==> src/sv/mat_pkg.sv <==
`default_nettype none
// ----------------------------------------------------------------------------
// mat_pkg: shared types and constants of the multi-alarm table
// Entry layout, operation and status codes, and the command and status
// bundles that pass between the controller and the datapath.
// ----------------------------------------------------------------------------
package mat_pkg;

   localparam int MAX_ENTRIES  = 8;
   localparam int MAX_REPORTS  = 8;
   localparam int MIN_PER_HOUR = 60;

   localparam int IDX_W = (MAX_ENTRIES > 1) ? $clog2(MAX_ENTRIES) : 1;
   localparam int CNT_W = $clog2(MAX_ENTRIES + 1);
   localparam int REP_W = $clog2(MAX_REPORTS + 1);

   localparam int FUNC_W   = 3;
   localparam int ID_W     = 16;
   localparam int SLOT_W   = 3;
   localparam int HOUR_W   = 5;
   localparam int MIN_W    = 6;
   localparam int TOD_W    = 11;
   localparam int STATUS_W = 2;
   localparam int USED_W   = 4;
   localparam int SEL_W    = 3;

   localparam int SLOT_CMP_W = (CNT_W > SLOT_W) ? CNT_W : SLOT_W;

   localparam logic [TOD_W-1:0] TICK_NONE = '1;

   localparam logic [FUNC_W-1:0] FN_ADD      = 3'd0;
   localparam logic [FUNC_W-1:0] FN_REMOVE   = 3'd1;
   localparam logic [FUNC_W-1:0] FN_UPDATE   = 3'd2;
   localparam logic [FUNC_W-1:0] FN_SET_EN   = 3'd3;
   localparam logic [FUNC_W-1:0] FN_READ_IDX = 3'd4;
   localparam logic [FUNC_W-1:0] FN_READ_ID  = 3'd5;
   localparam logic [FUNC_W-1:0] FN_TICK     = 3'd6;

   localparam logic [STATUS_W-1:0] ST_OK        = 2'd0;
   localparam logic [STATUS_W-1:0] ST_NOT_FOUND = 2'd1;
   localparam logic [STATUS_W-1:0] ST_FULL      = 2'd2;
   localparam logic [STATUS_W-1:0] ST_BAD_INDEX = 2'd3;

   // Source of the entry fields of a result beat.
   localparam logic [SEL_W-1:0] SEL_NONE  = 3'd0;
   localparam logic [SEL_W-1:0] SEL_NEW   = 3'd1;
   localparam logic [SEL_W-1:0] SEL_STAGE = 3'd2;
   localparam logic [SEL_W-1:0] SEL_MOD   = 3'd3;
   localparam logic [SEL_W-1:0] SEL_PEND  = 3'd4;

   typedef struct packed {
      logic [ID_W-1:0]   id;
      logic [HOUR_W-1:0] hour;
      logic [MIN_W-1:0]  minute;
      logic              rpt;
      logic              enabled;
      logic              vibrate;
   } entry_type;

   localparam int ENTRY_W = $bits(entry_type);

   typedef struct packed {
      logic                load;
      logic                index_load;
      logic                scan_init;
      logic                shift_init;
      logic                scan_run;
      logic                shift_mode;
      logic                tick_init;
      logic                tick_fire;
      logic                add_commit;
      logic                modify_commit;
      logic                dec_count;
      logic                emit;
      logic [SEL_W-1:0]    emit_sel;
      logic [STATUS_W-1:0] emit_status;
      logic                emit_last;
   } ctrl_cmd_type;

   typedef struct packed {
      logic [FUNC_W-1:0] func;
      logic              add_refused;
      logic              index_bad;
      logic              tick_repeat;
      logic              match;
      logic              fire;
      logic              scan_done;
      logic              pend_vld;
      logic              report_room;
   } dp_status_type;

   // Minute of day of an entry; no wrap, 31*60+63 still fits.
   function automatic logic [TOD_W-1:0] tod_of(input logic [HOUR_W-1:0] hour,
                                                input logic [MIN_W-1:0]  minute);
      tod_of = TOD_W'(hour) * TOD_W'(MIN_PER_HOUR) + TOD_W'(minute);
   endfunction

endpackage
`default_nettype wire

==> src/sv/mat_ram.sv <==
`default_nettype none
// ----------------------------------------------------------------------------
// mat_ram: generic single-write, single-read RAM
// One write port and one read port with registered read data.
// ----------------------------------------------------------------------------
module mat_ram #(
   parameter int WIDTH = 8,
   parameter int DEPTH = 8
) (
   input  logic                                  clock,
   input  logic                                  wr_en,
   input  logic [((DEPTH > 1) ? $clog2(DEPTH) : 1)-1:0] wr_addr,
   input  logic [WIDTH-1:0]                      wr_data,
   input  logic [((DEPTH > 1) ? $clog2(DEPTH) : 1)-1:0] rd_addr,
   output logic [WIDTH-1:0]                      rd_data
);

   logic [WIDTH-1:0] mem_ff [DEPTH];
   logic [WIDTH-1:0] rd_data_ff;

   always_ff @(posedge clock) begin
      if (wr_en) begin
         mem_ff[wr_addr] <= wr_data;
      end
      rd_data_ff <= mem_ff[rd_addr];
   end

   assign rd_data = rd_data_ff;

endmodule
`default_nettype wire

==> src/sv/mat_ctrl.sv <==
`default_nettype none
// ----------------------------------------------------------------------------
// mat_ctrl: operation sequencer of the multi-alarm table
// Decodes the latched request and steps the datapath through the table
// scan, the compaction after a remove and the result beats.
// ----------------------------------------------------------------------------
module mat_ctrl (
   input  logic                   clock,
   input  logic                   reset,
   input  logic                   start,
   output logic                   busy,
   input  mat_pkg::dp_status_type st,
   output mat_pkg::ctrl_cmd_type  cmd
);
   import mat_pkg::*;

   localparam logic [2:0] S_IDLE   = 3'd0;
   localparam logic [2:0] S_DECODE = 3'd1;
   localparam logic [2:0] S_SCAN   = 3'd2;
   localparam logic [2:0] S_SHIFT  = 3'd3;
   localparam logic [2:0] S_READ   = 3'd4;
   localparam logic [2:0] S_RESP   = 3'd5;

   logic [2:0] state_ff;
   logic [2:0] state_in;

   always_comb begin
      cmd      = '0;
      state_in = state_ff;
      case (state_ff)
         S_IDLE: begin
            if (start) begin
               cmd.load = 1'b1;
               state_in = S_DECODE;
            end
         end
         S_DECODE: begin
            case (st.func)
               FN_ADD: begin
                  cmd.emit      = 1'b1;
                  cmd.emit_last = 1'b1;
                  if (st.add_refused) begin
                     cmd.emit_status = ST_FULL;
                     cmd.emit_sel    = SEL_NONE;
                  end else begin
                     cmd.add_commit  = 1'b1;
                     cmd.emit_status = ST_OK;
                     cmd.emit_sel    = SEL_NEW;
                  end
                  state_in = S_IDLE;
               end
               FN_REMOVE, FN_UPDATE, FN_SET_EN, FN_READ_ID: begin
                  cmd.scan_init = 1'b1;
                  state_in      = S_SCAN;
               end
               FN_READ_IDX: begin
                  if (st.index_bad) begin
                     cmd.emit        = 1'b1;
                     cmd.emit_last   = 1'b1;
                     cmd.emit_status = ST_BAD_INDEX;
                     cmd.emit_sel    = SEL_NONE;
                     state_in        = S_IDLE;
                  end else begin
                     cmd.index_load = 1'b1;
                     state_in       = S_READ;
                  end
               end
               FN_TICK: begin
                  if (st.tick_repeat) begin
                     cmd.emit        = 1'b1;
                     cmd.emit_last   = 1'b1;
                     cmd.emit_status = ST_OK;
                     cmd.emit_sel    = SEL_NONE;
                     state_in        = S_IDLE;
                  end else begin
                     cmd.tick_init = 1'b1;
                     cmd.scan_init = 1'b1;
                     state_in      = S_SCAN;
                  end
               end
               default: begin
                  cmd.emit        = 1'b1;
                  cmd.emit_last   = 1'b1;
                  cmd.emit_status = ST_OK;
                  cmd.emit_sel    = SEL_NONE;
                  state_in        = S_IDLE;
               end
            endcase
         end
         S_SCAN: begin
            cmd.scan_run = 1'b1;
            if (st.func == FN_TICK) begin
               if (st.fire) begin
                  // A new report pushes out the one held back, which is
                  // therefore not the final beat.
                  cmd.tick_fire = 1'b1;
                  if (st.report_room && st.pend_vld) begin
                     cmd.emit        = 1'b1;
                     cmd.emit_status = ST_OK;
                     cmd.emit_sel    = SEL_PEND;
                  end
               end else if (st.scan_done) begin
                  cmd.emit        = 1'b1;
                  cmd.emit_last   = 1'b1;
                  cmd.emit_status = ST_OK;
                  cmd.emit_sel    = st.pend_vld ? SEL_PEND : SEL_NONE;
                  state_in        = S_IDLE;
               end
            end else if (st.match) begin
               cmd.scan_run    = 1'b0;
               cmd.emit        = 1'b1;
               cmd.emit_last   = 1'b1;
               cmd.emit_status = ST_OK;
               state_in        = S_IDLE;
               case (st.func)
                  FN_REMOVE: begin
                     cmd.emit_sel   = SEL_STAGE;
                     cmd.dec_count  = 1'b1;
                     cmd.shift_init = 1'b1;
                     state_in       = S_SHIFT;
                  end
                  FN_UPDATE, FN_SET_EN: begin
                     cmd.modify_commit = 1'b1;
                     cmd.emit_sel      = SEL_MOD;
                  end
                  default: begin
                     cmd.emit_sel = SEL_STAGE;
                  end
               endcase
            end else if (st.scan_done) begin
               cmd.emit        = 1'b1;
               cmd.emit_last   = 1'b1;
               cmd.emit_status = ST_NOT_FOUND;
               cmd.emit_sel    = SEL_NONE;
               state_in        = S_IDLE;
            end
         end
         S_SHIFT: begin
            cmd.scan_run   = 1'b1;
            cmd.shift_mode = 1'b1;
            if (st.scan_done) begin
               state_in = S_IDLE;
            end
         end
         S_READ: begin
            state_in = S_RESP;
         end
         S_RESP: begin
            cmd.emit        = 1'b1;
            cmd.emit_last   = 1'b1;
            cmd.emit_status = ST_OK;
            cmd.emit_sel    = SEL_STAGE;
            state_in        = S_IDLE;
         end
         default: begin
            state_in = S_IDLE;
         end
      endcase
   end

   always_ff @(posedge clock) begin
      if (reset) begin
         state_ff <= S_IDLE;
      end else begin
         state_ff <= state_in;
      end
   end

   assign busy = (state_ff != S_IDLE);

endmodule
`default_nettype wire

==> src/sv/mat_dp.sv <==
`default_nettype none
// ----------------------------------------------------------------------------
// mat_dp: datapath of the multi-alarm table
// Holds the request, the table RAM with its scan pointer and compare stage,
// the counters and the registered result beat.
// ----------------------------------------------------------------------------
module mat_dp (
   input  logic                            clock,
   input  logic                            reset,
   input  mat_pkg::ctrl_cmd_type           cmd,
   output mat_pkg::dp_status_type          st,
   input  logic [mat_pkg::FUNC_W-1:0]      req_func,
   input  logic [mat_pkg::ID_W-1:0]        req_alarm_id,
   input  logic [mat_pkg::SLOT_W-1:0]      req_slot_index,
   input  logic [mat_pkg::HOUR_W-1:0]      req_alarm_hour,
   input  logic [mat_pkg::MIN_W-1:0]       req_alarm_minute,
   input  logic                            req_repeat_daily,
   input  logic                            req_enable_bit,
   input  logic                            req_vibrate_bit,
   input  logic [mat_pkg::TOD_W-1:0]       req_current_minute,
   output logic                            rsp_strobe,
   output logic [mat_pkg::STATUS_W-1:0]    rsp_status,
   output logic [mat_pkg::ID_W-1:0]        rsp_entry_id,
   output logic [mat_pkg::HOUR_W-1:0]      rsp_entry_hour,
   output logic [mat_pkg::MIN_W-1:0]       rsp_entry_minute,
   output logic                            rsp_entry_repeat,
   output logic                            rsp_entry_enabled,
   output logic                            rsp_entry_vibrate,
   output logic [mat_pkg::USED_W-1:0]      rsp_entries_used,
   output logic                            rsp_fired,
   output logic                            rsp_buzz,
   output logic                            rsp_last
);
   import mat_pkg::*;

   // Latched request.
   logic [FUNC_W-1:0] func_ff;
   logic [ID_W-1:0]   id_ff;
   logic [SLOT_W-1:0] slot_ff;
   logic [HOUR_W-1:0] hour_ff;
   logic [MIN_W-1:0]  minute_ff;
   logic              rpt_ff;
   logic              en_ff;
   logic              vib_ff;
   logic [TOD_W-1:0]  now_ff;

   // Table state.
   logic [CNT_W-1:0] count_ff, count_in;
   logic [ID_W-1:0]  next_id_ff, next_id_in;
   logic [TOD_W-1:0] last_tick_ff, last_tick_in;

   // Scan pointer and compare stage.
   logic [CNT_W-1:0] ptr_ff, ptr_in;
   logic             stage_vld_ff, stage_vld_in;
   logic [IDX_W-1:0] stage_idx_ff, stage_idx_in;
   logic             issue;

   // Held-back tick report.
   logic             pend_vld_ff, pend_vld_in;
   entry_type        pend_ff, pend_in;
   logic [REP_W-1:0] reports_ff, reports_in;

   // Result beat.
   logic                rsp_strobe_ff;
   logic [STATUS_W-1:0] rsp_status_ff;
   entry_type           rsp_entry_ff, rsp_entry_in;
   logic [USED_W-1:0]   rsp_used_ff;
   logic                rsp_fired_ff, rsp_fired_in;
   logic                rsp_buzz_ff, rsp_buzz_in;
   logic                rsp_last_ff;

   // RAM ports.
   logic               ram_we;
   logic [IDX_W-1:0]   ram_waddr;
   entry_type          ram_wdata;
   logic [ENTRY_W-1:0] ram_rbits;
   entry_type          rd_entry;
   entry_type          new_entry;
   entry_type          mod_entry;
   entry_type          cleared_entry;

   mat_ram #(
      .WIDTH(ENTRY_W),
      .DEPTH(MAX_ENTRIES)
   ) u_table (
      .clock  (clock),
      .wr_en  (ram_we),
      .wr_addr(ram_waddr),
      .wr_data(ram_wdata),
      .rd_addr(ptr_ff[IDX_W-1:0]),
      .rd_data(ram_rbits)
   );

   assign rd_entry = entry_type'(ram_rbits);

   always_comb begin
      new_entry         = '0;
      new_entry.id      = next_id_ff;
      new_entry.hour    = hour_ff;
      new_entry.minute  = minute_ff;
      new_entry.rpt     = rpt_ff;
      new_entry.enabled = 1'b1;
      new_entry.vibrate = 1'b1;

      mod_entry         = rd_entry;
      mod_entry.enabled = en_ff;
      if (func_ff == FN_UPDATE) begin
         mod_entry.hour    = hour_ff;
         mod_entry.minute  = minute_ff;
         mod_entry.rpt     = rpt_ff;
         mod_entry.vibrate = vib_ff;
      end

      cleared_entry         = rd_entry;
      cleared_entry.enabled = 1'b0;
   end

   // During compaction the count is already one less, so the read runs up
   // to and including the old last position.
   assign issue = cmd.shift_mode ? (ptr_ff <= count_ff) : (ptr_ff < count_ff);

   always_comb begin
      st             = '0;
      st.func        = func_ff;
      st.add_refused = (count_ff >= CNT_W'(MAX_ENTRIES)) || (next_id_ff == '0);
      st.index_bad   = (SLOT_CMP_W'(slot_ff) >= SLOT_CMP_W'(count_ff));
      st.tick_repeat = (now_ff == last_tick_ff);
      st.match       = stage_vld_ff && (rd_entry.id == id_ff);
      st.fire        = stage_vld_ff && rd_entry.enabled &&
                       (tod_of(rd_entry.hour, rd_entry.minute) == now_ff);
      st.scan_done   = !stage_vld_ff && !issue;
      st.pend_vld    = pend_vld_ff;
      st.report_room = (reports_ff < REP_W'(MAX_REPORTS));
   end

   // Table write port: one writer per cycle by construction of the sequence.
   always_comb begin
      ram_we    = 1'b0;
      ram_waddr = stage_idx_ff;
      ram_wdata = rd_entry;
      if (cmd.add_commit) begin
         ram_we    = 1'b1;
         ram_waddr = count_ff[IDX_W-1:0];
         ram_wdata = new_entry;
      end else if (cmd.modify_commit) begin
         ram_we    = 1'b1;
         ram_wdata = mod_entry;
      end else if (cmd.tick_fire && !rd_entry.rpt) begin
         ram_we    = 1'b1;
         ram_wdata = cleared_entry;
      end else if (cmd.shift_mode && stage_vld_ff) begin
         ram_we    = 1'b1;
         ram_waddr = stage_idx_ff - IDX_W'(1);
      end
   end

   always_comb begin
      count_in     = count_ff;
      next_id_in   = next_id_ff;
      last_tick_in = last_tick_ff;
      if (cmd.add_commit) begin
         count_in   = count_ff + CNT_W'(1);
         next_id_in = next_id_ff + ID_W'(1);
      end else if (cmd.dec_count) begin
         count_in = count_ff - CNT_W'(1);
      end
      if (cmd.tick_init) begin
         last_tick_in = now_ff;
      end

      ptr_in       = ptr_ff;
      stage_vld_in = 1'b0;
      stage_idx_in = ptr_ff[IDX_W-1:0];
      if (cmd.scan_init) begin
         ptr_in = '0;
      end else if (cmd.shift_init) begin
         ptr_in = CNT_W'(stage_idx_ff) + CNT_W'(1);
      end else if (cmd.index_load) begin
         ptr_in = CNT_W'(slot_ff);
      end else if (cmd.scan_run && issue) begin
         ptr_in       = ptr_ff + CNT_W'(1);
         stage_vld_in = 1'b1;
      end

      pend_vld_in = pend_vld_ff;
      pend_in     = pend_ff;
      reports_in  = reports_ff;
      if (cmd.tick_init) begin
         pend_vld_in = 1'b0;
         reports_in  = '0;
      end else if (cmd.tick_fire && st.report_room) begin
         pend_vld_in = 1'b1;
         pend_in     = rd_entry;
         reports_in  = reports_ff + REP_W'(1);
      end
   end

   always_comb begin
      case (cmd.emit_sel)
         SEL_NEW:   rsp_entry_in = new_entry;
         SEL_STAGE: rsp_entry_in = rd_entry;
         SEL_MOD:   rsp_entry_in = mod_entry;
         SEL_PEND:  rsp_entry_in = pend_ff;
         default:   rsp_entry_in = '0;
      endcase
      rsp_fired_in = (cmd.emit_sel == SEL_PEND);
      rsp_buzz_in  = (cmd.emit_sel == SEL_PEND) && pend_ff.vibrate;
   end

   always_ff @(posedge clock) begin
      if (reset) begin
         count_ff      <= '0;
         next_id_ff    <= ID_W'(1);
         last_tick_ff  <= TICK_NONE;
         ptr_ff        <= '0;
         stage_vld_ff  <= 1'b0;
         pend_vld_ff   <= 1'b0;
         reports_ff    <= '0;
         rsp_strobe_ff <= 1'b0;
      end else begin
         count_ff      <= count_in;
         next_id_ff    <= next_id_in;
         last_tick_ff  <= last_tick_in;
         ptr_ff        <= ptr_in;
         stage_vld_ff  <= stage_vld_in;
         pend_vld_ff   <= pend_vld_in;
         reports_ff    <= reports_in;
         rsp_strobe_ff <= cmd.emit;
      end
   end

   always_ff @(posedge clock) begin
      if (cmd.load) begin
         func_ff   <= req_func;
         id_ff     <= req_alarm_id;
         slot_ff   <= req_slot_index;
         hour_ff   <= req_alarm_hour;
         minute_ff <= req_alarm_minute;
         rpt_ff    <= req_repeat_daily;
         en_ff     <= req_enable_bit;
         vib_ff    <= req_vibrate_bit;
         now_ff    <= req_current_minute;
      end
      stage_idx_ff <= stage_idx_in;
      pend_ff      <= pend_in;
      if (cmd.emit) begin
         rsp_status_ff <= cmd.emit_status;
         rsp_entry_ff  <= rsp_entry_in;
         rsp_used_ff   <= USED_W'(count_in);
         rsp_fired_ff  <= rsp_fired_in;
         rsp_buzz_ff   <= rsp_buzz_in;
         rsp_last_ff   <= cmd.emit_last;
      end
   end

   assign rsp_strobe        = rsp_strobe_ff;
   assign rsp_status        = rsp_status_ff;
   assign rsp_entry_id      = rsp_entry_ff.id;
   assign rsp_entry_hour    = rsp_entry_ff.hour;
   assign rsp_entry_minute  = rsp_entry_ff.minute;
   assign rsp_entry_repeat  = rsp_entry_ff.rpt;
   assign rsp_entry_enabled = rsp_entry_ff.enabled;
   assign rsp_entry_vibrate = rsp_entry_ff.vibrate;
   assign rsp_entries_used  = rsp_used_ff;
   assign rsp_fired         = rsp_fired_ff;
   assign rsp_buzz          = rsp_buzz_ff;
   assign rsp_last          = rsp_last_ff;

   a_count_bound : assert property (@(posedge clock) disable iff (reset)
      count_ff <= CNT_W'(MAX_ENTRIES))
      else $error("entry count above table size");

   a_error_beat_empty : assert property (@(posedge clock) disable iff (reset)
      rsp_strobe_ff && (rsp_status_ff != ST_OK) |->
         !rsp_fired_ff && !rsp_buzz_ff && (rsp_entry_ff == '0))
      else $error("error beat carries entry fields");

   a_fired_is_enabled : assert property (@(posedge clock) disable iff (reset)
      rsp_strobe_ff && rsp_fired_ff |->
         rsp_entry_ff.enabled && (rsp_status_ff == ST_OK))
      else $error("fired beat reports a disabled entry");

   a_pend_counted : assert property (@(posedge clock) disable iff (reset)
      pend_vld_ff |-> (reports_ff != '0))
      else $error("held report without a report count");

endmodule
`default_nettype wire

==> src/sv/multi_alarm_table_unit.sv <==
`default_nettype none
// ----------------------------------------------------------------------------
// multi_alarm_table_unit: compacted table of alarm entries
// Add, remove, update, enable, read and minute-tick operations on a table
// of up to eight alarms, one command at a time.
// ----------------------------------------------------------------------------
// Usage:
// A command is taken at a rising edge with start high and busy low; its
// fields sit on the req_ ports. busy stays high until the command is done.
// Every command gives one result beat, except a tick on a new minute that
// matches several enabled entries: it gives one beat per fired entry in
// table order, rsp_last high on the final one. A beat is on the rsp_ ports
// for one cycle, marked by rsp_strobe, and the receiver cannot hold it off.
// For add, unused codes, a repeated tick and a bad index the decode state
// emits the beat; a read by index goes on to a read and a response state.
// Searches and ticks walk the table RAM one entry per cycle through its
// registered read port; the last beat comes at the latest once all
// entries in use are scanned. A remove then compacts the entries behind
// the removed one, one per cycle, before busy falls.
// Reset empties the table, sets the next id to one and forgets the last
// checked minute; the table RAM itself is not cleared.
// ----------------------------------------------------------------------------
module multi_alarm_table_unit (
   input  logic                            clock,
   input  logic                            reset,
   input  logic                            start,
   output logic                            busy,
   input  logic [mat_pkg::FUNC_W-1:0]      req_func,
   input  logic [mat_pkg::ID_W-1:0]        req_alarm_id,
   input  logic [mat_pkg::SLOT_W-1:0]      req_slot_index,
   input  logic [mat_pkg::HOUR_W-1:0]      req_alarm_hour,
   input  logic [mat_pkg::MIN_W-1:0]       req_alarm_minute,
   input  logic                            req_repeat_daily,
   input  logic                            req_enable_bit,
   input  logic                            req_vibrate_bit,
   input  logic [mat_pkg::TOD_W-1:0]       req_current_minute,
   output logic                            rsp_strobe,
   output logic [mat_pkg::STATUS_W-1:0]    rsp_status,
   output logic [mat_pkg::ID_W-1:0]        rsp_entry_id,
   output logic [mat_pkg::HOUR_W-1:0]      rsp_entry_hour,
   output logic [mat_pkg::MIN_W-1:0]       rsp_entry_minute,
   output logic                            rsp_entry_repeat,
   output logic                            rsp_entry_enabled,
   output logic                            rsp_entry_vibrate,
   output logic [mat_pkg::USED_W-1:0]      rsp_entries_used,
   output logic                            rsp_fired,
   output logic                            rsp_buzz,
   output logic                            rsp_last
);
   import mat_pkg::*;

   ctrl_cmd_type  cmd;
   dp_status_type st;

   mat_ctrl u_ctrl (
      .clock(clock),
      .reset(reset),
      .start(start),
      .busy (busy),
      .st   (st),
      .cmd  (cmd)
   );

   mat_dp u_dp (
      .clock             (clock),
      .reset             (reset),
      .cmd               (cmd),
      .st                (st),
      .req_func          (req_func),
      .req_alarm_id      (req_alarm_id),
      .req_slot_index    (req_slot_index),
      .req_alarm_hour    (req_alarm_hour),
      .req_alarm_minute  (req_alarm_minute),
      .req_repeat_daily  (req_repeat_daily),
      .req_enable_bit    (req_enable_bit),
      .req_vibrate_bit   (req_vibrate_bit),
      .req_current_minute(req_current_minute),
      .rsp_strobe        (rsp_strobe),
      .rsp_status        (rsp_status),
      .rsp_entry_id      (rsp_entry_id),
      .rsp_entry_hour    (rsp_entry_hour),
      .rsp_entry_minute  (rsp_entry_minute),
      .rsp_entry_repeat  (rsp_entry_repeat),
      .rsp_entry_enabled (rsp_entry_enabled),
      .rsp_entry_vibrate (rsp_entry_vibrate),
      .rsp_entries_used  (rsp_entries_used),
      .rsp_fired         (rsp_fired),
      .rsp_buzz          (rsp_buzz),
      .rsp_last          (rsp_last)
   );

endmodule
`default_nettype wire
==> config.mk <==
export PLATFORM = sky130hd
export DESIGN_NAME = multi_alarm_table_unit
export DESIGN_NICKNAME = d
export VERILOG_FILES = /design/src/sv/mat_pkg.sv /design/src/sv/mat_ram.sv /design/src/sv/mat_ctrl.sv /design/src/sv/mat_dp.sv /design/src/sv/multi_alarm_table_unit.sv
export SDC_FILE = /design/constraint.sdc
export NUM_CORES = 1
export LEC_CHECK = 0
export BUFFER_PORTS_ARGS = -buffer_cell sky130_fd_sc_hd__buf_2
export CAP_MARGIN = 20
export CELL_PAD_IN_SITES_DETAIL_PLACEMENT = 2
export CELL_PAD_IN_SITES_GLOBAL_PLACEMENT = 2
export CORE_MARGIN = 2
export CORE_UTILIZATION = 45
export CTS_CLUSTER_SIZE = 25
export DETAILED_ROUTE_END_ITERATION = 10
export PLACE_DENSITY_LB_ADDON = 0.1
export SLEW_MARGIN = 25
export SYNTH_ARGS = -nofsm -noshare
export SYNTH_HDL_FRONTEND = slang
export SYNTH_SLANG_ARGS = --single-unit
==> constraint.sdc <==
create_clock -name clock -period 9.5 [get_ports clock]
set_input_delay 1.425 -clock clock [delete_from_list [all_inputs] [get_ports clock]]
set_output_delay 1.425 -clock clock [all_outputs]
set_load 0.02 [all_outputs]
# Word level (Yosys, flattened, before mapping)
# Memory sizes are Yosys's and may differ from the RTL's. A register that Yosys moved wholly into a read port is not among the register bits.
# Index checks and enable logic that the tools add are counted.
[classes]
addsub = 8
magnitude_cmp = 5
mul = 1
n_reduce_logical = 26
n_mux = 72
eq_ne = 20
n_bitwise = 1
[op_table]
columns = ["operator", "n"]
rows = [
  ["$pmux W30 S4", 1],
  ["$mux W7", 6],
  ["$mux W3", 12],
  ["$mux W30", 1],
  ["$mux W1", 28],
  ["$pmux W7 S4", 1],
  ["$eq A11 B11 Y1", 2],
  ["$pmux W7 S3", 1],
  ["$mux W4", 5],
  ["$eq A3 B2 Y1 const B", 6],
  ["$eq A3 B3 Y1 const B", 6],
  ["$mux W2", 9],
  ["$add A16 B1 Y16 const B", 1],
  ["$eq A16 B16 Y1", 1],
  ["$logic_not A16 Y1", 1],
  ["$pmux W3 S5", 1],
  ["$mux W14", 1],
  ["$add A4 B1 Y4 const B", 3],
  ["$mux W12", 1],
  ["$mux W6", 2],
  ["$add A11 B6 Y11", 1],
  ["$logic_and A1 B1 Y1", 10],
  ["$eq A3 B1 Y1 const B", 3],
  ["$mul A5 B4 Y9 const B", 1],
  ["20 further kinds", 29],
]
[totals]
regBits = 164
n_memories = 1
mem_bits_rw = 240
word_cells = 170
out_inout_bits = 41
in_bits = 50
[mem_list]
columns = ["name", "depth", "width", "rd", "rd_clocked_by_memory_dff", "write_ports", "line", "text"]
rows = [
  ["u_dp.u_table.mem_ff", 8, 30, 1, 1, 1, "mat_ram.sv:18", "logic [WIDTH-1:0] mem_ff [DEPTH];"],
]

# Logic depth before layout (Yosys ltp)
# Gate-level depths: netlist of run 1.
[depth]
ltp_word = 13
mapped_depth = 14
depth_no_buf = 13

# By module
# From an unflattened synthesis of run 1, not the netlist that was laid out.
[hier_totals]
cells_unflattened = 1106
hier_area_um2 = 18220.0
[modules_own_cells]
columns = ["mod", "area_per_inst_um2", "n_inst", "cells_each"]
rows = [
  ["mat_ram", 9897.0, 1, 390],
  ["mat_dp", 7896.3, 1, 657],
  ["mat_ctrl", 426.7, 1, 59],
]

# Worst setup path after synthesis of run 1
# OpenSTA, ideal clock, no wires.
[synth_timing]
path_kind = "flip-flop to flip-flop"
startpoint = "reg u_dp.u_table.rd_data_ff[11] (netlist: u_dp.u_table.rd_data[11]) (read register of u_dp.u_table.mem_ff)"
endpoint = "mem u_dp.u_table.mem_ff[1][0] (netlist name) (enable)"
slack_ns = 2.331
arrival_ns = 6.665
n_path_buf = 0
stages_incl_launch_ff = 13
required_ns = 8.996
cell_sequence = "dfxtp_1 > fa_1 > fa_1 > fa_1 > ha_1 > nand2_1 > o21a_1 > nor3_1 > nand3b_1 > a211o_1 > nand3_1 > a21oi_1 > nor4b_1"
[synth_between]
elab_chain_cells = 13
word_cells_on_any_way = 16
[synth_lines]
columns = ["element", "line", "text"]
rows = [
  ["from (decl)", "mat_ram.sv:19", "logic [WIDTH-1:0] rd_data_ff;"],
  ["$mul A5 B4 Y9 (*)", "mat_pkg.sv:95", "tod_of = TOD_W'(hour) * TOD_W'(MIN_PER_HOUR) + TOD_W'(minute);"],
  ["$add A11 B6 Y11 (*)", "mat_pkg.sv:95", ""],
  ["$eq A11 B11 Y1 (*)", "mat_dp.sv:130", "(tod_of(rd_entry.hour, rd_entry.minute) == now_ff);"],
  ["$logic_and A1 B1 Y1 (*)", "mat_dp.sv:129", "st.fire = stage_vld_ff && rd_entry.enabled &&"],
  ["$mux W1 (*)", "mat_ctrl.sv:93", "if (st.fire) begin"],
  ["$mux W1 (*)", "mat_ctrl.sv:92", "if (st.func == FN_TICK) begin"],
  ["$mux W1 (*)", "mat_ctrl.sv:30", "case (state_ff)"],
  ["$logic_and A1 B1 Y1 (*)", "mat_dp.sv:148", "end else if (cmd.tick_fire && !rd_entry.rpt) begin"],
  ["$mux W1", "mat_dp.sv:148", ""],
  ["$mux W1", "mat_dp.sv:145", "end else if (cmd.modify_commit) begin"],
  ["$mux W1", "mat_dp.sv:141", "if (cmd.add_commit) begin"],
  ["$mux W1", "mat_ram.sv:22", "if (wr_en) begin"],
  ["$mux W1 (not written as such)", "mat_ram.sv:23", "mem_ff[wr_addr] <= wr_data;"],
  ["to (decl)", "mat_ram.sv:18", ""],
]
# Every way passes the cells marked *; elsewhere a longest branch is shown, timed or not.

# Final worst setup path of run 1
[layout_timing]
startpoint = "reg u_dp.u_table.rd_data_ff[11] (netlist: u_dp.u_table.rd_data[11]) (read register of u_dp.u_table.mem_ff)"
endpoint = "mem u_dp.u_table.mem_ff[5][8] (netlist name) (enable)"
# The elaborated chain is that of the path after synthesis.

==> impl_metrics.json, run 1 <==
{
  "p_sw_w": 0.000937,
  "drt_iter0_drc": 596,
  "layout-drive-gt1-share_pct": 23.4,
  "setup_slack_ps": 4000,
  "worstHoldPathType": "flip-flop to flip-flop",
  "power_frac_clock_pct": 42.1,
  "post_cts_resized": 0,
  "routedWlPerCell_um": 26.6,
  "cts_tree": "done",
  "grt_max_degree": 48,
  "crit_start": "u_dp.u_table.rd_data[11]",
  "numClockSinks": 434,
  "netlist_area_mm2": 0.0180,
  "crit_chain": "fa_1 > fa_1 > fa_1 > ha_1 > nand2_1 > o21ai_0 > nand2_1 > xnor2_1 > o2111ai_1 > nor3_1 > a21oi_2 > nor4b_2 > buf_4",
  "gp_congestion": 0.764,
  "wirelength_um": 48100,
  "reg2reg_from": "u_dp.u_table.rd_data[11]",
  "start_kind": "flip-flop",
  "synth_top_cell_area_share_pct": 59.4,
  "dr.pass1.iters": 5,
  "area_growth_pct": 14.1,
  "yosysSeqAreaShare_pct": 68.1,
  "p_comb_share_pct": 6.1,
  "internal_power_w": 0.00317,
  "maxCapViolations": 0,
  "synth.avg_cell_area_um2": 15.8,
  "antenna_found_initial": 5,
  "critPathArrivalTime_ps": 5730,
  "clk_pin_slew_ps": 60,
  "finalNonFillerCells": 1809,
  "leakagePower_nw": 7.32,
  "h-tree-depth": 2,
  "dpl.cell_count": 1726,
  "pwr-share-seq_pct": 51.8,
  "yosys.area.top_type": "edfxtp_1",
  "max_freq_ghz": 0.182,
  "fin_crit_ps": 5500,
  "overflow": 0,
  "grt_pass1_vias": 11200,
  "tightest_slew_ps": 1010,
  "die-area_mm2": 0.0416,
  "fin_crit_sh_pct": 57.9,
  "cp-end-kind": "flip-flop",
  "port_buffers": 90,
  "powerDensity_mw_per_mm2": 200,
  "synth-edff-count": 356,
  "post-place-ws_ps": 3920,
  "clockRootBuffer": "clkbuf_16",
  "synth_cells": 1135,
  "ys_types": 71,
  "cp_common_cell": "fa_1",
  "synth_seq_cells": 434,
  "skew_ps": 20.4,
  "clockBufferDepth": 3,
  "cp_data_required_time_ps": 9730,
  "p_sw_share_pct": 22.8,
  "cpPeakStageDelay_ps": 640,
  "worstReg2RegEnd": "u_dp.u_table.mem_ff[5][8]",
  "cts_made_buffers": 45,
  "final_cell_mix": "edfxtp_1 (356), nand2_1 (99), buf_2 (90), dfxtp_1 (75), mux4_2 (60)",
  "slowest_stage": "nor4b_2",
  "critPathMaxFanout": 26,
  "synthFlopType": "edfxtp_1",
  "pin_count": 91,
  "core_area_mm2": 0.0395,
  "setup_violations": 0,
  "initial_core_util_pct": 45.5,
  "num_vias": 10300,
  "hpwl_um": 31900,
  "final_common_cell": "edfxtp_1",
  "via_per_inst": 5.69,
  "r2r_cells": 13,
  "holdBufCountCts": 0,
  "status": "finished clean",
  "postCtsSetupBuffers": 0,
  "num_rows": 73,
  "diodes": 0,
  "worstSetupPathType": "flip-flop to flip-flop",
  "grt_setup_unrepaired": "false",
  "postRouteAntennaNets": 0,
  "post-route-util_pct": 51.9,
  "nets": 1337,
  "final-max-slew-violation-count": 0,
  "tns_ps": 0,
  "drc": 0,
  "crit_end": "u_dp.u_table.mem_ff[5][8]",
  "yosys-top-cells-area": "edfxtp_1 (59%), dfxtp_1 (8.7%), mux4_2 (7.5%)",
  "async_flop_share_pct": 0,
  "clock_latency_ps": 590,
  "final_hold_viol_count": 0,
  "fp.dieW_um": 204,
  "r2r_slack_ps": 4000,
  "ir_drop_uv": 163,
  "relSlewSlack_pct": 31.8,
  "track_usage_pct": 23.7,
  "num-fill-cells": 3573,
  "synth-warning-count": 0,
  "synthesis.nets": 1224,
  "die_h_um": 204,
  "grt_pass1_wl_um": 72100
}
Yosys cell counts, types with 5 or more instances:
master and n:
o21a_1 6, dfxtp_1 78, nor3_1 14, nand3_1 19, mux2i_1 9, nand2b_1 8, mux2_2 41, inv_1 37
nor4_1 13, a21o_1 34, mux4_2 60, nor2_1 56, a211o_1 12, fa_1 8, edfxtp_1 356, xor2_1 30
clkbuf_1 29, o21ai_0 21, nand4_1 9, a22o_1 13, and2_1 7, xnor2_1 34, ha_1 31, buf_1 5
nand2_1 99, nor2b_1 9, a21oi_1 21
worst min path at each step:
stage,startpoint,end,cells after the start
after floorplan,u_dp.ptr_ff[0],u_dp.stage_idx_ff[0],0
after global placement,u_dp.reports_ff[3],u_dp.reports_ff[3],2
after detailed placement,u_dp.last_tick_ff[9],u_dp.last_tick_ff[9],1
after CTS,u_dp.last_tick_ff[7],u_dp.last_tick_ff[7],1
after global routing,u_dp.last_tick_ff[9],u_dp.last_tick_ff[9],1
final,u_dp.last_tick_ff[0],u_dp.last_tick_ff[0],1
power by group through the flow:
stage | logic [W] | clock network, W | registers [W]
6_report | 0.000249 | 0.00173 | 0.00213
5_1_grt | 0.000273 | 0.00182 | 0.00213
2_1_floorplan | 0.000159 | 0 | 0.00216
3_3_place_gp | 0.000237 | 0 | 0.00217
4_1_cts | 0.000252 | 0.00176 | 0.00213
3_5_place_dp | 0.000250 | 0 | 0.00217
state kept, by name, indices dropped and copies added (netlist names), 6 cells and up:
| name | count |
|---|---|
| u_dp.id_ff | 16 |
| u_dp.next_id_ff | 16 |
| u_dp.rsp_entry_minute | 6 |
| u_dp.pend_ff | 30 |
| u_dp.u_table.mem_ff | 240 |
| u_dp.last_tick_ff | 11 |
| u_dp.rsp_entry_id | 16 |
| u_dp.minute_ff | 6 |
| u_dp.u_table.rd_data | 30 |
| u_dp.now_ff | 11 |
cell type report:
class,count,area [um2],area share [%]
Sequential cell,434,12300,59.7
Multi-Input combinational cell,623,5480,26.7
Timing Repair Buffer,107,578,2.82
Inverter,37,139,0.677
Clock inverter,22,205,1.00
Clock buffer,61,1210,5.88
Tap cell,525,657,3.20
metrics by stage:
stage          power [W]  area [um2]  hold WS, ps
2_1_floorplan    0.00232       18000          354
3_3_place_gp     0.00240       19100          463
3_5_place_dp     0.00242       19100          476
4_1_cts          0.00414       20500          489
5_1_grt          0.00423       20500          514
6_report         0.00410       20500          485
layer usage:
layer	up-vias	wire length (um)	global-route usage, %
li1	4552	-	-
met1	5412	21800	33.3
met2	260	23100	38.7
met3	62	2300	3.49
met4	0	872	6.20
met5	-	0	0
cells by family after synthesis:
group	count (synthesis)	synth area share, %
compound gates	139	5.74
xor+xnor	67	3.42
fa+ha+maj	39	3.05
buf+inv	78	1.82
flops	434	68.1
mux	111	10.6
simple gates	267	7.20
worst max-delay path, delay by kind of cell (launching register included):
family                   cells  cell delay (ps)
AND/OR/NAND/NOR              4             1130
AO/OA/AOI/OAI                3              780
XOR/XNOR                     1              180
flip-flops                   1              540
adder cells (fa/ha/maj)      4             1960
buffers and inverters        1              530
No activity file was read; power rests on OpenSTA's default activity.
==> inputs of run 2 (changes only) <==
==> constraint.sdc (replaced) <==
create_clock -name clock -period 5.2 [get_ports clock]
set_input_delay 0.78 -clock clock [delete_from_list [all_inputs] [get_ports clock]]
set_output_delay 0.78 -clock clock [all_outputs]
set_load 0.02 [all_outputs]
==> run 2 against run 1 <==
  * Die area unchanged
  * Worst setup slack worse by 3700 ps
  * Combinational power up 89%
  * Clock power increased by 82%
  * Cell area up 1.6%
  * Clock skew rose by 11 ps
  * Maximum frequency up 12%
  * Worst hold slack lost 120 ps
  * Core utilization grew 0.82 points
  * Wire length fell by 1.7%
  * Final cell count rose by 0.72%
  * Sequential share of layout area shrank 0.93 points
  * Largest power group unchanged
==> impl_metrics.json, run 2 (synthesized netlist as in run 1, its figures left out) <==
{
  "status": "finished clean",
  "largest_reg_flops": 240,
  "finalNonFillerCells": 1822,
  "grt_setup_unrepaired": "false",
  "h-tree-depth": 2,
  "start_kind": "flip-flop",
  "leakagePower_nw": 7.46,
  "grt_pass1_vias": 11300,
  "dpl.cell_count": 1738,
  "skew_ps": 31.8,
  "cp-end-kind": "flip-flop",
  "diodes": 0,
  "initial_core_util_pct": 45.5,
  "via_per_inst": 5.62,
  "r2r_slack_ps": 300,
  "overflow": 0,
  "internal_power_w": 0.00579,
  "fin_crit_sh_pct": 94.2,
  "antenna_found_initial": 2,
  "layout-drive-gt1-share_pct": 24.3,
  "gp_congestion": 0.763,
  "powerDensity_mw_per_mm2": 359,
  "critPathMaxFanout": 18,
  "clockBufferDepth": 3,
  "numClockSinks": 434,
  "clk_pin_slew_ps": 60,
  "setup_violations": 0,
  "tightest_slew_ps": 1020,
  "fin_crit_ps": 4900,
  "final-max-slew-violation-count": 0,
  "nets": 1352,
  "critPathArrivalTime_ps": 5170,
  "holdCritStartpoint": "req_alarm_id[6]",
  "hpwl_um": 32000,
  "p_sw_w": 0.00170,
  "dr.pass1.iters": 5,
  "routedWlPerCell_um": 25.9,
  "max_freq_ghz": 0.204,
  "r2r_cells": 13,
  "crit_start": "u_dp.u_table.rd_data[10]",
  "wirelength_um": 47300,
  "port_buffers": 90,
  "die-area_mm2": 0.0416,
  "grt_pass1_wl_um": 72200,
  "num_rows": 73,
  "worstSetupPathType": "flip-flop to flip-flop",
  "final_common_cell": "edfxtp_1",
  "final_hold_viol_count": 0,
  "crit_end": "u_dp.u_table.mem_ff[3][13]",
  "worstHoldPathType": "primary input to flip-flop",
  "tns_ps": 0,
  "num_vias": 10200,
  "worstReg2RegEnd": "u_dp.u_table.mem_ff[3][13]",
  "track_usage_pct": 23.6,
  "ir_drop_uv": 281,
  "core_area_mm2": 0.0395,
  "relSlewSlack_pct": 31.1,
  "pin_count": 91,
  "clock_latency_ps": 590,
  "cp_data_required_time_ps": 5470,
  "post-route-util_pct": 52.7,
  "power_frac_clock_pct": 41.9,
  "cts_tree": "done",
  "clockRootBuffer": "clkbuf_16",
  "p_comb_share_pct": 6.3,
  "maxCapViolations": 0,
  "p_sw_share_pct": 22.7,
  "fp.dieW_um": 204,
  "drt_iter0_drc": 565,
  "placed_cell_area_mm2": 0.0194,
  "cts_made_buffers": 46,
  "total_power_w": 0.00749,
  "grt_max_degree": 65,
  "final_cell_mix": "edfxtp_1 (356), nand2_1 (99), buf_2 (90), dfxtp_1 (75), mux4_2 (60)",
  "top_register": "u_dp.u_table.mem_ff",
  "reg2reg_from": "u_dp.u_table.rd_data[10]",
  "pwr-share-seq_pct": 51.8,
  "design_area_mm2": 0.0208,
  "drc": 0,
  "num-fill-cells": 3616,
  "area_growth_pct": 15.9,
  "die_h_um": 204,
  "postRouteAntennaNets": 0
}
==> run 2: critical path: stages (launching register included) <==
cell       delay, ps
dfxtp_1          490
fa_1             520
fa_1             550
fa_1             490
ha_1             360
a21oi_1          230
o21ai_0          170
nand2_1          130
xnor2_1          140
o2111ai_2        250
nor3_2           310
a21oi_4          230
nor4_4           390
buf_6            290
==> run 2: metrics by stage <==
stage / hold WS, ps / setup WS (ps)
2_1_floorplan: 354 / -550
3_3_place_gp: 445 / 148
3_5_place_dp: 446 / 135
4_1_cts: 326 / 61.1
5_1_grt: 337 / 11.9
6_report: 362 / 303
==> run 2: what timing repair did <==
action / in CTS / in global routing
buffers inserted: 0 / 1
hold buffers: 0 / 0
gates resized for setup: 0 / 4
setup endpoints to repair: 0 / 248
==> run 2: worst min path at each step <==
stage | end | cells past startpoint | slack [ps]
5_1_grt | u_dp.minute_ff[4] | 1 | 340
4_1_cts | u_dp.id_ff[6] | 1 | 330
3_3_place_gp | u_dp.pend_ff[0] | 0 | 450
3_5_place_dp | u_dp.pend_ff[0] | 0 | 450
2_1_floorplan | u_dp.stage_idx_ff[0] | 0 | 350
6_report | u_dp.id_ff[6] | 1 | 360
==> run 2: layout make-up <==
cell class                 instances  area (um2)  area share, %
inverter                          37         139          0.666
clock buffer                      62        1280           6.16
multi-input combinational        623        5560           26.7
sequential                       434       12300           58.8
tap                              525         657           3.15
clock inverter                    20         154          0.738
timing repair buffer             121         798           3.83
==> run 2: power by group through the flow <==
| stage | clock network, W | registers (W) | logic, W |
|---|---|---|---|
| floorplan | 0 | 0.00395 | 0.000292 |
| global placement | 0 | 0.00395 | 0.000450 |
| detailed placement | 0 | 0.00396 | 0.000470 |
| CTS | 0.00322 | 0.00388 | 0.000473 |
| global route | 0.00335 | 0.00389 | 0.000516 |
| finish | 0.00314 | 0.00388 | 0.000470 |
==> run 2: layer usage <==
metal,up-vias,global-route usage (%),part of all wire [%]
li1,4580,-,-
met1,5397,33.0,46
met2,198,38.6,48
met3,58,3.54,3.8
met4,0,6.65,1.9
met5,-,0,0
==> inputs of run 3 (changes only) <==
--- a/config.mk
+++ b/config.mk
@@ -6,7 +6,7 @@
 export NUM_CORES = 1
 export LEC_CHECK = 0
 export BUFFER_PORTS_ARGS = -buffer_cell sky130_fd_sc_hd__buf_2
-export CAP_MARGIN = 20
+export CAP_MARGIN = 15
 export CELL_PAD_IN_SITES_DETAIL_PLACEMENT = 2
 export CELL_PAD_IN_SITES_GLOBAL_PLACEMENT = 2
 export CORE_MARGIN = 2
==> constraint.sdc (replaced) <==
create_clock -name clock -period 5.1 [get_ports clock]
set_input_delay 0.765 -clock clock [delete_from_list [all_inputs] [get_ports clock]]
set_output_delay 0.765 -clock clock [all_outputs]
set_load 0.02 [all_outputs]
==> run 3 against run 2 <==
  * Sequential share of layout area down 0.47 points
  * Cell area up 0.80%
  * Count of clock-buffer cells in the layout up 4
  * Combinational power up 3%
  * Register-to-register slack about the same
  * Critical path type unchanged
  * Global-route usage about the same
  * Final cell count up 0.55%
  * Core utilization up 0.42 points
==> impl_metrics.json, run 3 (synthesized netlist as in run 1, its figures left out) <==
{
  "status": "finished clean",
  "max_freq_ghz": 0.209,
  "postRouteAntennaNets": 0,
  "routedWlPerCell_um": 26.1,
  "placed_cell_area_mm2": 0.0194,
  "drt_iter0_drc": 646,
  "critPathMaxFanout": 16,
  "core_area_mm2": 0.0395,
  "overflow": 0,
  "leakagePower_nw": 7.56,
  "total_power_w": 0.00793,
  "layout-drive-gt1-share_pct": 25.2,
  "die-area_mm2": 0.0416,
  "clock_latency_ps": 590,
  "cts_tree": "done",
  "final_cell_mix": "edfxtp_1 (356), nand2_1 (99), buf_2 (90), dfxtp_1 (75), mux4_2 (60)",
  "grt.busiest_layer": "met2",
  "holdCritStartpoint": "req_alarm_minute[4]",
  "design_area_mm2": 0.0210,
  "crit_start": "u_dp.u_table.rd_data[9]",
  "largest_reg_flops": 240,
  "clockRootBuffer": "clkbuf_16",
  "top_register": "u_dp.u_table.mem_ff",
  "num-fill-cells": 3528,
  "skew_ps": 27.4,
  "num_vias": 10300,
  "via_per_inst": 5.62,
  "die_h_um": 204,
  "worstHoldPathType": "primary input to flip-flop",
  "port_buffers": 90,
  "num_rows": 73,
  "grt_use_met1_pct": 33.2,
  "antenna_found_initial": 2,
  "numClockSinks": 434,
  "clockBufferDepth": 3,
  "use_met2_pct": 38.4,
  "tightest_slew_ps": 969,
  "wirelength_um": 47800,
  "nets": 1356,
  "fp.dieW_um": 204,
  "holdBufCountCts": 0,
  "grt_pass1_wl_um": 72500,
  "track_usage_pct": 23.6,
  "initial_core_util_pct": 45.5,
  "met3_usage_pct": 3.28,
  "hpwl_um": 32400,
  "final_hold_viol_count": 0,
  "h-tree-depth": 2,
  "maxCapViolations": 0,
  "gp_congestion": 0.769,
  "start_kind": "flip-flop",
  "reg2reg_from": "u_dp.u_table.rd_data[9]",
  "cp_data_required_time_ps": 5430,
  "ir_drop_uv": 327,
  "pin_count": 91,
  "setup_violations": 0,
  "powerDensity_mw_per_mm2": 378,
  "diodes": 0,
  "final-max-slew-violation-count": 0,
  "cts_made_buffers": 48,
  "drc": 0,
  "cp-end-kind": "flip-flop",
  "grt_max_degree": 63,
  "seq_area_mm2": 0.0123,
  "grt_pass1_vias": 11400,
  "final_common_cell": "edfxtp_1",
  "relSlewSlack_pct": 35.4,
  "area_growth_pct": 16.9,
  "worstSetupPathType": "flip-flop to flip-flop",
  "critPathArrivalTime_ps": 5120,
  "fin_crit_sh_pct": 94.0,
  "clk_pin_slew_ps": 60,
  "grt_setup_unrepaired": "false",
  "multi_input_area_mm2": 0.00555,
  "fin_crit_ps": 4790,
  "dr.pass1.iters": 4
}
-- run 3: metal layers --
| metal | vias up | part of all wire, % |
|---|---|---|
| li1 | 4592 | - |
| met1 | 5406 | 46 |
| met2 | 222 | 48 |
| met3 | 78 | 3.7 |
| met4 | 2 | 2.5 |
| met5 | - | 0.027 |
-- run 3: path summary, 6_finish.rpt --
path | endpoint | slack (ps) | cells after the start
worst max-delay path | u_dp.u_table.mem_ff[7][8] | 310 | 12
worst min-delay path | u_dp.minute_ff[4] | 340 | 1
worst min register to register | u_dp.pend_ff[0] | 480 | 0
worst max register to register | u_dp.u_table.mem_ff[7][8] | 310 | 12
-- run 3: final cells by class --
| cell class | instances | share of cell area, % |
|---|---|---|
| sequential | 434 | 58.3 |
| inverter | 37 | 0.661 |
| clock buffer | 66 | 6.42 |
| tap | 525 | 3.13 |
| multi-input combinational | 623 | 26.4 |
| timing repair buffer | 123 | 3.77 |
| clock inverter | 24 | 1.27 |
-- run 3: timing repair --
item | CTS | global route
setup buffers | 0 | 0
endpoints found under the setup margin | 0 | 120
hold endpoints to repair | 0 | 0
resized for setup | 0 | 2
-- run 3: where the power goes --
part | leakage (nW) | switching (W) | internal (W) | total [W]
registers | 3.89 | 0.0000600 | 0.00390 | 0.00396
logic | 2.88 | 0.000298 | 0.000185 | 0.000482
clock network | 0.791 | 0.00143 | 0.00206 | 0.00349
total | 7.56 | 0.00179 | 0.00615 | 0.00793
-- run 3: through the flow --
| stage | setup TNS (ps) | util, % | cells | hold WS (ps) | setup slack (ps) |
|---|---|---|---|---|---|
| after floorplan | -93550 | - | 1135 | 354 | -650 |
| after global routing | 0 | 53.1 | 1832 | 315 | 34.9 |
| after CTS | 0 | 53.1 | 1832 | 308 | 250 |
| after detailed placement | 0 | 49.0 | 1742 | 455 | 251 |
| final | 0 | 53.1 | 1832 | 341 | 308 |
| after global placement | 0 | 49.0 | 1742 | 454 | 134 |
-- run 3: worst max-delay path, stage by stage (launching register included) --
cell and delay [ps]:
dfxtp_1 480, fa_1 510, fa_1 550, fa_1 540, nor2b_1 230, a21oi_1 150
o22a_4 280, or4_1 490, nand4b_2 180, nand3_1 150, a21oi_4 590, nor4_4 120
buf_4 250
